$ cat src/sv/rhh_pkg.sv
// Shared types, constants and codes for the Robin Hood hash table.
// No dependencies; used by every module of the block.
`default_nettype none

package rhh_pkg;

    localparam int SLOTS      = 1024;
    localparam int IDX_W      = $clog2(SLOTS);
    localparam int DIST_W     = IDX_W + 1;
    localparam int STEP_W     = IDX_W + 1;
    localparam int CNT_W      = IDX_W + 1;
    localparam int HASH_W     = 48;
    localparam int KEY_BITS   = 32;
    localparam int VAL_BITS   = 32;
    localparam int CMD_W      = 2;
    localparam int STAT_W     = 3;
    localparam int MAXE_W     = 11;
    localparam int POS_W      = 10;
    localparam int CMP_W      = (CNT_W > MAXE_W) ? CNT_W : MAXE_W;
    localparam logic [MAXE_W-1:0] MAX_RESET = MAXE_W'(768);
    localparam int QDEPTH     = 2;
    localparam int QPTR_W     = 1;
    localparam int QLVL_W     = 2;

    typedef enum logic [CMD_W-1:0] {
        CMD_SET    = 2'd0,
        CMD_GET    = 2'd1,
        CMD_DELETE = 2'd2,
        CMD_PROBE  = 2'd3
    } t_cmd;

    typedef enum logic [STAT_W-1:0] {
        ST_INSERTED  = 3'd0,
        ST_REPLACED  = 3'd1,
        ST_FOUND     = 3'd2,
        ST_NOT_FOUND = 3'd3,
        ST_REMOVED   = 3'd4,
        ST_FULL      = 3'd5,
        ST_EMPTY     = 3'd6
    } t_status;

    typedef struct packed {
        logic [HASH_W-1:0]   hash;
        logic [KEY_BITS-1:0] key;
        logic [VAL_BITS-1:0] val;
        logic [DIST_W-1:0]   pdist;
    } t_slot;

    // Classified item as held in the queue between front and back.
    typedef struct packed {
        t_cmd                cmd;
        logic [HASH_W-1:0]   hash;
        logic [KEY_BITS-1:0] key;
        logic [VAL_BITS-1:0] val;
        logic [IDX_W-1:0]    start;
    } t_job;

endpackage

`default_nettype wire

$ cat src/sv/rhh_front.sv
// Front end: accepts items, works out the start slot and queues them.
// Depends on rhh_pkg.
`default_nettype none

module rhh_front (
    input  wire                              i_clk,
    input  wire                              i_rst_n,
    input  wire                              i_in_valid,
    output logic                             o_in_stall,
    input  wire  [rhh_pkg::CMD_W-1:0]        i_command,
    input  wire  [rhh_pkg::HASH_W-1:0]       i_key_hash,
    input  wire  [rhh_pkg::KEY_BITS-1:0]     i_key,
    input  wire  [rhh_pkg::VAL_BITS-1:0]     i_value,
    input  wire  [rhh_pkg::POS_W-1:0]        i_slot_position,
    output logic                             o_job_valid,
    output rhh_pkg::t_job                    o_job,
    input  wire                              i_job_pop
);

    rhh_pkg::t_job                   r_q [rhh_pkg::QDEPTH];
    logic [rhh_pkg::QPTR_W-1:0]      r_wp, r_rp;
    logic [rhh_pkg::QLVL_W-1:0]      r_lvl;
    rhh_pkg::t_job                   w_job;
    logic                            w_push, w_pop;

    always_comb begin
        w_job.cmd  = rhh_pkg::t_cmd'(i_command);
        w_job.hash = i_key_hash;
        w_job.key  = i_key;
        w_job.val  = i_value;
        // SLOTS is a power of two: the modulo is a mask
        if (w_job.cmd == rhh_pkg::CMD_PROBE) begin
            w_job.start = rhh_pkg::IDX_W'(i_slot_position);
        end else begin
            w_job.start = i_key_hash[rhh_pkg::IDX_W-1:0];
        end
    end

    assign o_in_stall  = (r_lvl == rhh_pkg::QLVL_W'(rhh_pkg::QDEPTH));
    assign o_job_valid = (r_lvl != '0);
    assign o_job       = r_q[r_rp];
    assign w_push      = i_in_valid && !o_in_stall;
    assign w_pop       = i_job_pop && o_job_valid;

    always_ff @(posedge i_clk) begin
        if (w_push) begin
            r_q[r_wp] <= w_job;
        end
        if (!i_rst_n) begin
            r_wp  <= '0;
            r_rp  <= '0;
            r_lvl <= '0;
        end else begin
            if (w_push) r_wp <= r_wp + 1'b1;
            if (w_pop)  r_rp <= r_rp + 1'b1;
            if (w_push && !w_pop) begin
                r_lvl <= r_lvl + 1'b1;
            end else if (w_pop && !w_push) begin
                r_lvl <= r_lvl - 1'b1;
            end
        end
    end

endmodule

`default_nettype wire

$ cat config.mk
export PLATFORM = sky130hd
export DESIGN_NAME = rhh_front
export DESIGN_NICKNAME = d
export VERILOG_FILES = /design/src/sv/rhh_pkg.sv /design/src/sv/rhh_front.sv
export SDC_FILE = /design/constraint.sdc
export NUM_CORES = 1
export LEC_CHECK = 0
export ABC_CLOCK_PERIOD_IN_PS = 8700
export BUFFER_PORTS_ARGS = -buffer_cell sky130_fd_sc_hd__clkbuf_2
export CORE_AREA = 10 10 147 149
export DETAILED_ROUTE_END_ITERATION = 8
export DIE_AREA = 0 0 157 159
export MAX_ROUTING_LAYER = met4
export PLACE_DENSITY_LB_ADDON = 0.1
export SYNTH_ARGS = -nofsm -noshare
export SYNTH_HDL_FRONTEND = slang
export SYNTH_SLANG_ARGS = --single-unit
$ cat constraint.sdc
create_clock -name i_clk -period 8.7 [get_ports i_clk]
set_clock_uncertainty 0.05 [all_clocks]
set_input_delay 1.305 -clock i_clk [delete_from_list [all_inputs] [get_ports i_clk]]
set_output_delay 1.305 -clock i_clk [all_outputs]
set_load 0.02 [all_outputs]
==> impl_metrics.py, run 1 <==
metrics = {
    "grt": {
        "grt_pass1_vias": 5352,
        "grt_usage": 0.160,
        "grt_max_degree": 73,
        "grt_pass1_wl_mm": 30.2,
        "antenna_found_initial": 2,
        "grt-ovfl-total": 0,
    },
    "synth": {
        "synthesis.nets": 551,
        "synth_area_per_cell_sq_um": 22.6,
        "syn_inst": 422,
        "yosys_register_bits": 253,
        "synth_warnings": 0,
        "synth.distinct_cells": 23,
        "ys.flop_type": "edfxtp_1",
        "synthesis.area_sq_mm": 0.00954,
        "synth-seq-area-share": 0.791,
        "synth_edf_count": 248,
        "async_reset_ff_frac": 0,
    },
    "finish": {
        "final_core_util": 0.640,
        "nFillCells": 1336,
        "drive_gt1_frac": 0.608,
        "nets": 824,
        "multiInputGateArea_sq_mm": 0.00188,
        "layout_common_cells": "253 x clkbuf_2, 248 x edfxtp_1, 74 x mux2_2, 60 x mux2_4, 27 x clkbuf_16",
        "synthToLayoutAreaGrowth_pct": 24.7,
        "seqCellArea_sq_mm": 0.00755,
        "layout_commonest_cell": "clkbuf_2",
    },
    "floorplan": {
        "die_x_um": 157,
        "rows": 50,
        "start_util": 0.514,
        "core_sq_mm": 0.0186,
        "io_pins": 254,
        "die_area_sq_mm": 0.0250,
        "die-height_um": 159,
    },
    "cts": {
        "clk_latency_ns": 0.52,
        "cts_buffers": 27,
        "root_buffer": "clkbuf_16",
        "post_cts_resized": 0,
        "cts_sinks": 253,
        "cts_buffer_depth": 3,
        "cts-htree-levels": 1,
        "post_cts_buffers": 0,
        "path_clk_slew_ns": 0.06,
        "cts_tree": "built",
        "cts_hold_buf": 0,
    },
    "hold_path": {
        "min_path_cells": 2,
        "min_path_type": "flip-flop to flip-flop",
        "whs_endpoint": "r_lvl[1]",
        "holdCritStartpoint": "r_lvl[1]",
    },
    "power_and_ir_drop": {
        "ir_drop_mv": 0.215,
        "finalPower_w": 0.00372,
        "power_density_mw_per_mm2": 313,
        "p_leak_nw": 4.63,
    },
    "timing": {
        "finalSetupTns_ns": 0,
        "clock.fmax_mhz": 222,
        "hold_violations": 0,
        "maxSlewViolCount": 0,
        "slew_headroom": 0.237,
        "finalCritPeriodShare": 0.518,
        "tightest_slew_ns": 1.14,
        "setup_viol": 0,
        "fin_crit_ns": 4.51,
        "rsz0062_at_grt": "no",
    },
    "setup_path": {
        "setup.worst_path.end_class": "output port",
        "cp_max_fo": 72,
        "worstPathRequired_ns": 7.34,
        "path_class": "flip-flop to output port",
        "crit_arrival_ns": 3.15,
        "critPathLaunchType": "flip-flop",
        "r2r_end": "r_q[1][97]",
        "r2r_start": "r_lvl[0]",
        "rrSetupSlack_ns": 5.97,
        "ff2ff_path_depth": 3,
    },
    "routing": {
        "wirelength_mm": 20.1,
        "avgViaCountPerCell": 5.05,
        "remaining_drc_errors": 0,
        "wl_per_cell_um": 21.2,
        "drtAntennaViolNets": 0,
        "firstDrtPassIters": 4,
        "vias": 4800,
        "top_layer": "met4",
        "routed-wl-met3_mm": 1.89,
        "routed-wl-met2_mm": 9.93,
        "drt_iter0_markers": 217,
        "routedLengthMet1_mm": 7.99,
    },
    "job": {
        "cap_violations": 0,
    },
    "place": {
        "portBuffers": 253,
        "dpl.hpwl_mm": 13.9,
        "place.gp.congestion": 0.762,
    },
    "run_status": {
        "status": "finished, final reports clean",
    },
}
-- flip-flops by register name, indices dropped and copies added (netlist names), named ones only --
name	flops
r_q	248
r_lvl	2
r_wp	1
r_rp	1
-- critical path, stage by stage, from the launching register on --
cell and delay (ns):
dfxtp_4 0.91, buf_4 0.97, mux2_2 0.44, clkbuf_2 0.17
-- how the worst max path moves through the flow --
stage | start | to | slack [ns] | cells past startpoint
6_report | flip-flop | o_job[104] | 4.19 | 3
3_3_place_gp | flip-flop | o_job[104] | 4.77 | 3
4_1_cts | flip-flop | o_job[104] | 4.14 | 3
3_5_place_dp | flip-flop | o_job[104] | 4.71 | 3
2_1_floorplan | i_in_valid | r_q[0][0] | 1.90 | 2
5_1_grt | flip-flop | o_job[104] | 4.01 | 3
-- cells in the mapped netlist, types with 2 or more instances --
library cell	number	area [sq um]
and2_1	3	18.8
buf_2	6	30.0
buf_6	8	90.1
dfxtp_1	5	100
edfxtp_1	248	7450
inv_1	2	7.51
mux2_2	74	833
mux2_4	60	901
xnor2_1	2	17.5
-- layout make-up --
class,count,area share
multi-input combinational,153,0.158
timing repair buffer,258,0.110
clock buffer,29,0.0574
clock inverter,20,0.0147
antenna,2,0.000421
tap,234,0.0246
inverter,2,0.000631
sequential,253,0.635
-- through the flow --
| step | setup WS [ns] | hold slack (ns) | instance area (sq um) | std cells |
|---|---|---|---|---|
| floorplan | 1.90 | 0.429 | 9540 | 422 |
| global placement | 4.77 | 0.444 | 11000 | 900 |
| detailed placement | 4.71 | 0.482 | 11000 | 900 |
| CTS | 4.14 | 0.489 | 11900 | 949 |
| global route | 4.01 | 0.511 | 11900 | 951 |
| finish | 4.19 | 0.483 | 11900 | 951 |
-- cells by family after synthesis --
family                   Yosys count  synth area share
buffers and inverters             16            0.0134
XOR/XNOR                           3           0.00275
adder cells (fa/ha/maj)            1           0.00131
AO/OA/AOI/OAI                      5           0.00341
AND/OR/NAND/NOR                   10           0.00643
flip-flops                       253             0.791
multiplexers                     134             0.182
-- routing by layer --
metal,global-route usage,vias to the layer above
met3,0.0532,27
met5,-,-
met4,0.0382,0
li1,-,2237
met1,0.188,2333
met2,0.261,203
-- power by group --
group / internal [W] / switching (W) / leakage, nW
clock network: 0.000654 / 0.000439 / 0.422
registers: 0.00154 / 0.0000823 / 2.36
logic: 0.000427 / 0.000584 / 1.85
total: 0.00262 / 0.00111 / 4.63
No activity file was read; power rests on OpenSTA's default activity.
==> run 2, diff against run 1 <==
--- a/config.mk
+++ b/config.mk
@@ -5,11 +5,11 @@
 export SDC_FILE = /design/constraint.sdc
 export NUM_CORES = 1
 export LEC_CHECK = 0
-export ABC_CLOCK_PERIOD_IN_PS = 8700
+export ABC_CLOCK_PERIOD_IN_PS = 3670
 export BUFFER_PORTS_ARGS = -buffer_cell sky130_fd_sc_hd__clkbuf_2
-export CORE_AREA = 10 10 147 149
+export CORE_AREA = 10 10 154 156
 export DETAILED_ROUTE_END_ITERATION = 8
-export DIE_AREA = 0 0 157 159
+export DIE_AREA = 0 0 164 166
 export MAX_ROUTING_LAYER = met4
 export PLACE_DENSITY_LB_ADDON = 0.1
 export SYNTH_ARGS = -nofsm -noshare
==> constraint.sdc (replaced) <==
create_clock -name i_clk -period 3.67 [get_ports i_clk]
set_clock_uncertainty 0.05 [all_clocks]
set_input_delay 0.5505 -clock i_clk [delete_from_list [all_inputs] [get_ports i_clk]]
set_output_delay 0.5505 -clock i_clk [all_outputs]
set_load 0.02 [all_outputs]
==> run 2 against run 1 <==
Clock power increased by 120%; sequential share of layout area fell by 0.24 points; total power is 130% higher; routed wire length is 3.3% lower; die area increased by 9.1%; register-to-register slack worse by 4.4 ns; worst setup slack got worse by 3.0 ns; count of clock-buffer cells in the layout rose by 7; global-route usage decreased by 1.9 points; first-iteration DRC count rose by 29%; largest power group unchanged.
==> impl_metrics.py, run 2 (synthesized netlist as in run 1, its figures left out) <==
metrics = {
    "run_status": {
        "status": "finished, final reports clean",
    },
    "routing": {
        "drt_iter0_markers": 281,
        "avgViaCountPerCell": 4.78,
        "wirelength_mm": 19.5,
        "firstDrtPassIters": 4,
        "wl_per_cell_um": 19.7,
        "drtAntennaViolNets": 0,
        "vias": 4725,
        "remaining_drc_errors": 0,
    },
    "setup_path": {
        "r2r_start": "r_lvl[0]",
        "critPathLaunchType": "flip-flop",
        "r2r_end": "r_q[1][106]",
        "worstPathRequired_ns": 3.07,
        "cp_max_fo": 66,
        "crit_arrival_ns": 1.89,
        "path_class": "flip-flop to output port",
        "setup.worst_path.end_class": "output port",
        "ff2ff_path_depth": 3,
        "rrSetupSlack_ns": 1.61,
    },
    "timing": {
        "slew_headroom": 0.460,
        "finalCritPeriodShare": 0.678,
        "rsz0062_at_grt": "no",
        "hold_ws_ns": 0.173,
        "maxSlewViolCount": 0,
        "tightest_slew_ns": 0.810,
        "setup_viol": 0,
        "clock.fmax_mhz": 402,
        "worst_slack_ns": 1.18,
        "hold_violations": 0,
        "fin_crit_ns": 2.49,
    },
    "grt": {
        "grt_pass1_vias": 5307,
        "grt_max_degree": 67,
        "grt-ovfl-total": 0,
        "antenna_found_initial": 1,
        "grt_pass1_wl_mm": 29.2,
        "grt_usage": 0.141,
    },
    "job": {
        "cap_violations": 0,
    },
    "place": {
        "portBuffers": 253,
        "place_ws_ns": 1.45,
        "place.gp.congestion": 0.760,
        "dpl.hpwl_mm": 13.7,
    },
    "floorplan": {
        "core_sq_mm": 0.0207,
        "rows": 53,
        "die_x_um": 164,
        "io_pins": 254,
        "die_area_sq_mm": 0.0272,
        "die-height_um": 166,
        "start_util": 0.461,
    },
    "finish": {
        "layout_commonest_cell": "clkbuf_2",
        "layout_common_cells": "253 x clkbuf_2, 248 x edfxtp_1, 74 x mux2_2, 60 x mux2_4, 27 x clkbuf_16",
        "largest_register_ffs": 248,
        "synthToLayoutAreaGrowth_pct": 25.2,
        "nets": 825,
        "drive_gt1_frac": 0.612,
        "reg_top3": "r_q: 248 flops, r_lvl: 2 flops",
        "largest-register": "r_q",
    },
    "cts": {
        "post_cts_resized": 0,
        "cts_sinks": 253,
        "path_clk_slew_ns": 0.06,
        "cts_hold_buf": 0,
        "cts_tree": "built",
        "root_buffer": "clkbuf_16",
        "post_cts_buffers": 0,
        "cts_buffer_depth": 3,
        "cts_buffers": 26,
        "clk_latency_ns": 0.51,
        "cts-htree-levels": 1,
    },
    "power_and_ir_drop": {
        "power_density_mw_per_mm2": 726,
        "ir_drop_mv": 0.528,
        "p_leak_nw": 4.61,
    },
    "hold_path": {
        "holdCritStartpoint": "i_key_hash[44]",
        "min_path_type": "input port to flip-flop",
        "min_path_cells": 1,
        "whs_endpoint": "r_q[0][118]",
    },
}
## run 2: final cells by class
| cell class | instances | area (sq um) |
|---|---|---|
| fillers | 1658 | 8750 |
| flip-flops and latches | 253 | 7550 |
| multi-input cells | 153 | 1890 |
| repair buffers | 260 | 1360 |
| clock buffers | 36 | 729 |
| well taps | 275 | 344 |
| clock inverters | 8 | 63.8 |
| inverters | 2 | 10.0 |
| diodes | 1 | 2.50 |
## run 2: per-layer routing
layer | global-route usage | vias to the layer above | share of wire
met1 | 0.155 | 2308 | 0.38
met2 | 0.240 | 161 | 0.51
li1 | - | 2231 | -
met3 | 0.0498 | 25 | 0.090
met4 | 0.0346 | 0 | 0.015
met5 | - | - | 0
## run 2: how the worst max path moves through the flow
stage,from,to,slack (ns),depth (start not counted)
after detailed placement,i_in_valid,r_q[1][25],1.45,3
after global routing,flip-flop,o_job[101],1.12,3
after global placement,i_in_valid,r_q[1][120],1.48,3
after CTS,flip-flop,o_job[101],1.16,3
final,flip-flop,o_job[101],1.18,3
after floorplan,r_lvl[0],r_q[0][0],-0.36,3
## run 2: metrics by stage
step,power [W],utilization,area [sq um],TNS (ns),cells
2_1_floorplan,0.00560,-,9560,-44.37,422
3_3_place_gp,0.00632,0.539,11100,0,943
3_5_place_dp,0.00637,0.539,11100,0,943
4_1_cts,0.00882,0.577,11900,0,987
5_1_grt,0.00909,0.577,11900,0,988
6_report,0.00867,0.577,11900,0,988
## run 2: power breakdown
part / switching, W / leakage [nW] / internal, W
logic: 0.00148 / 1.87 / 0.00104
registers: 0.0000959 / 2.36 / 0.00364
clock network: 0.000979 / 0.386 / 0.00144
total: 0.00256 / 4.61 / 0.00612
## run 2: worst max-delay path: stages (launching register included)
cell	delay, ns
dfxtp_4	0.37
buf_12	0.36
mux2_2	0.41
clkbuf_2	0.16
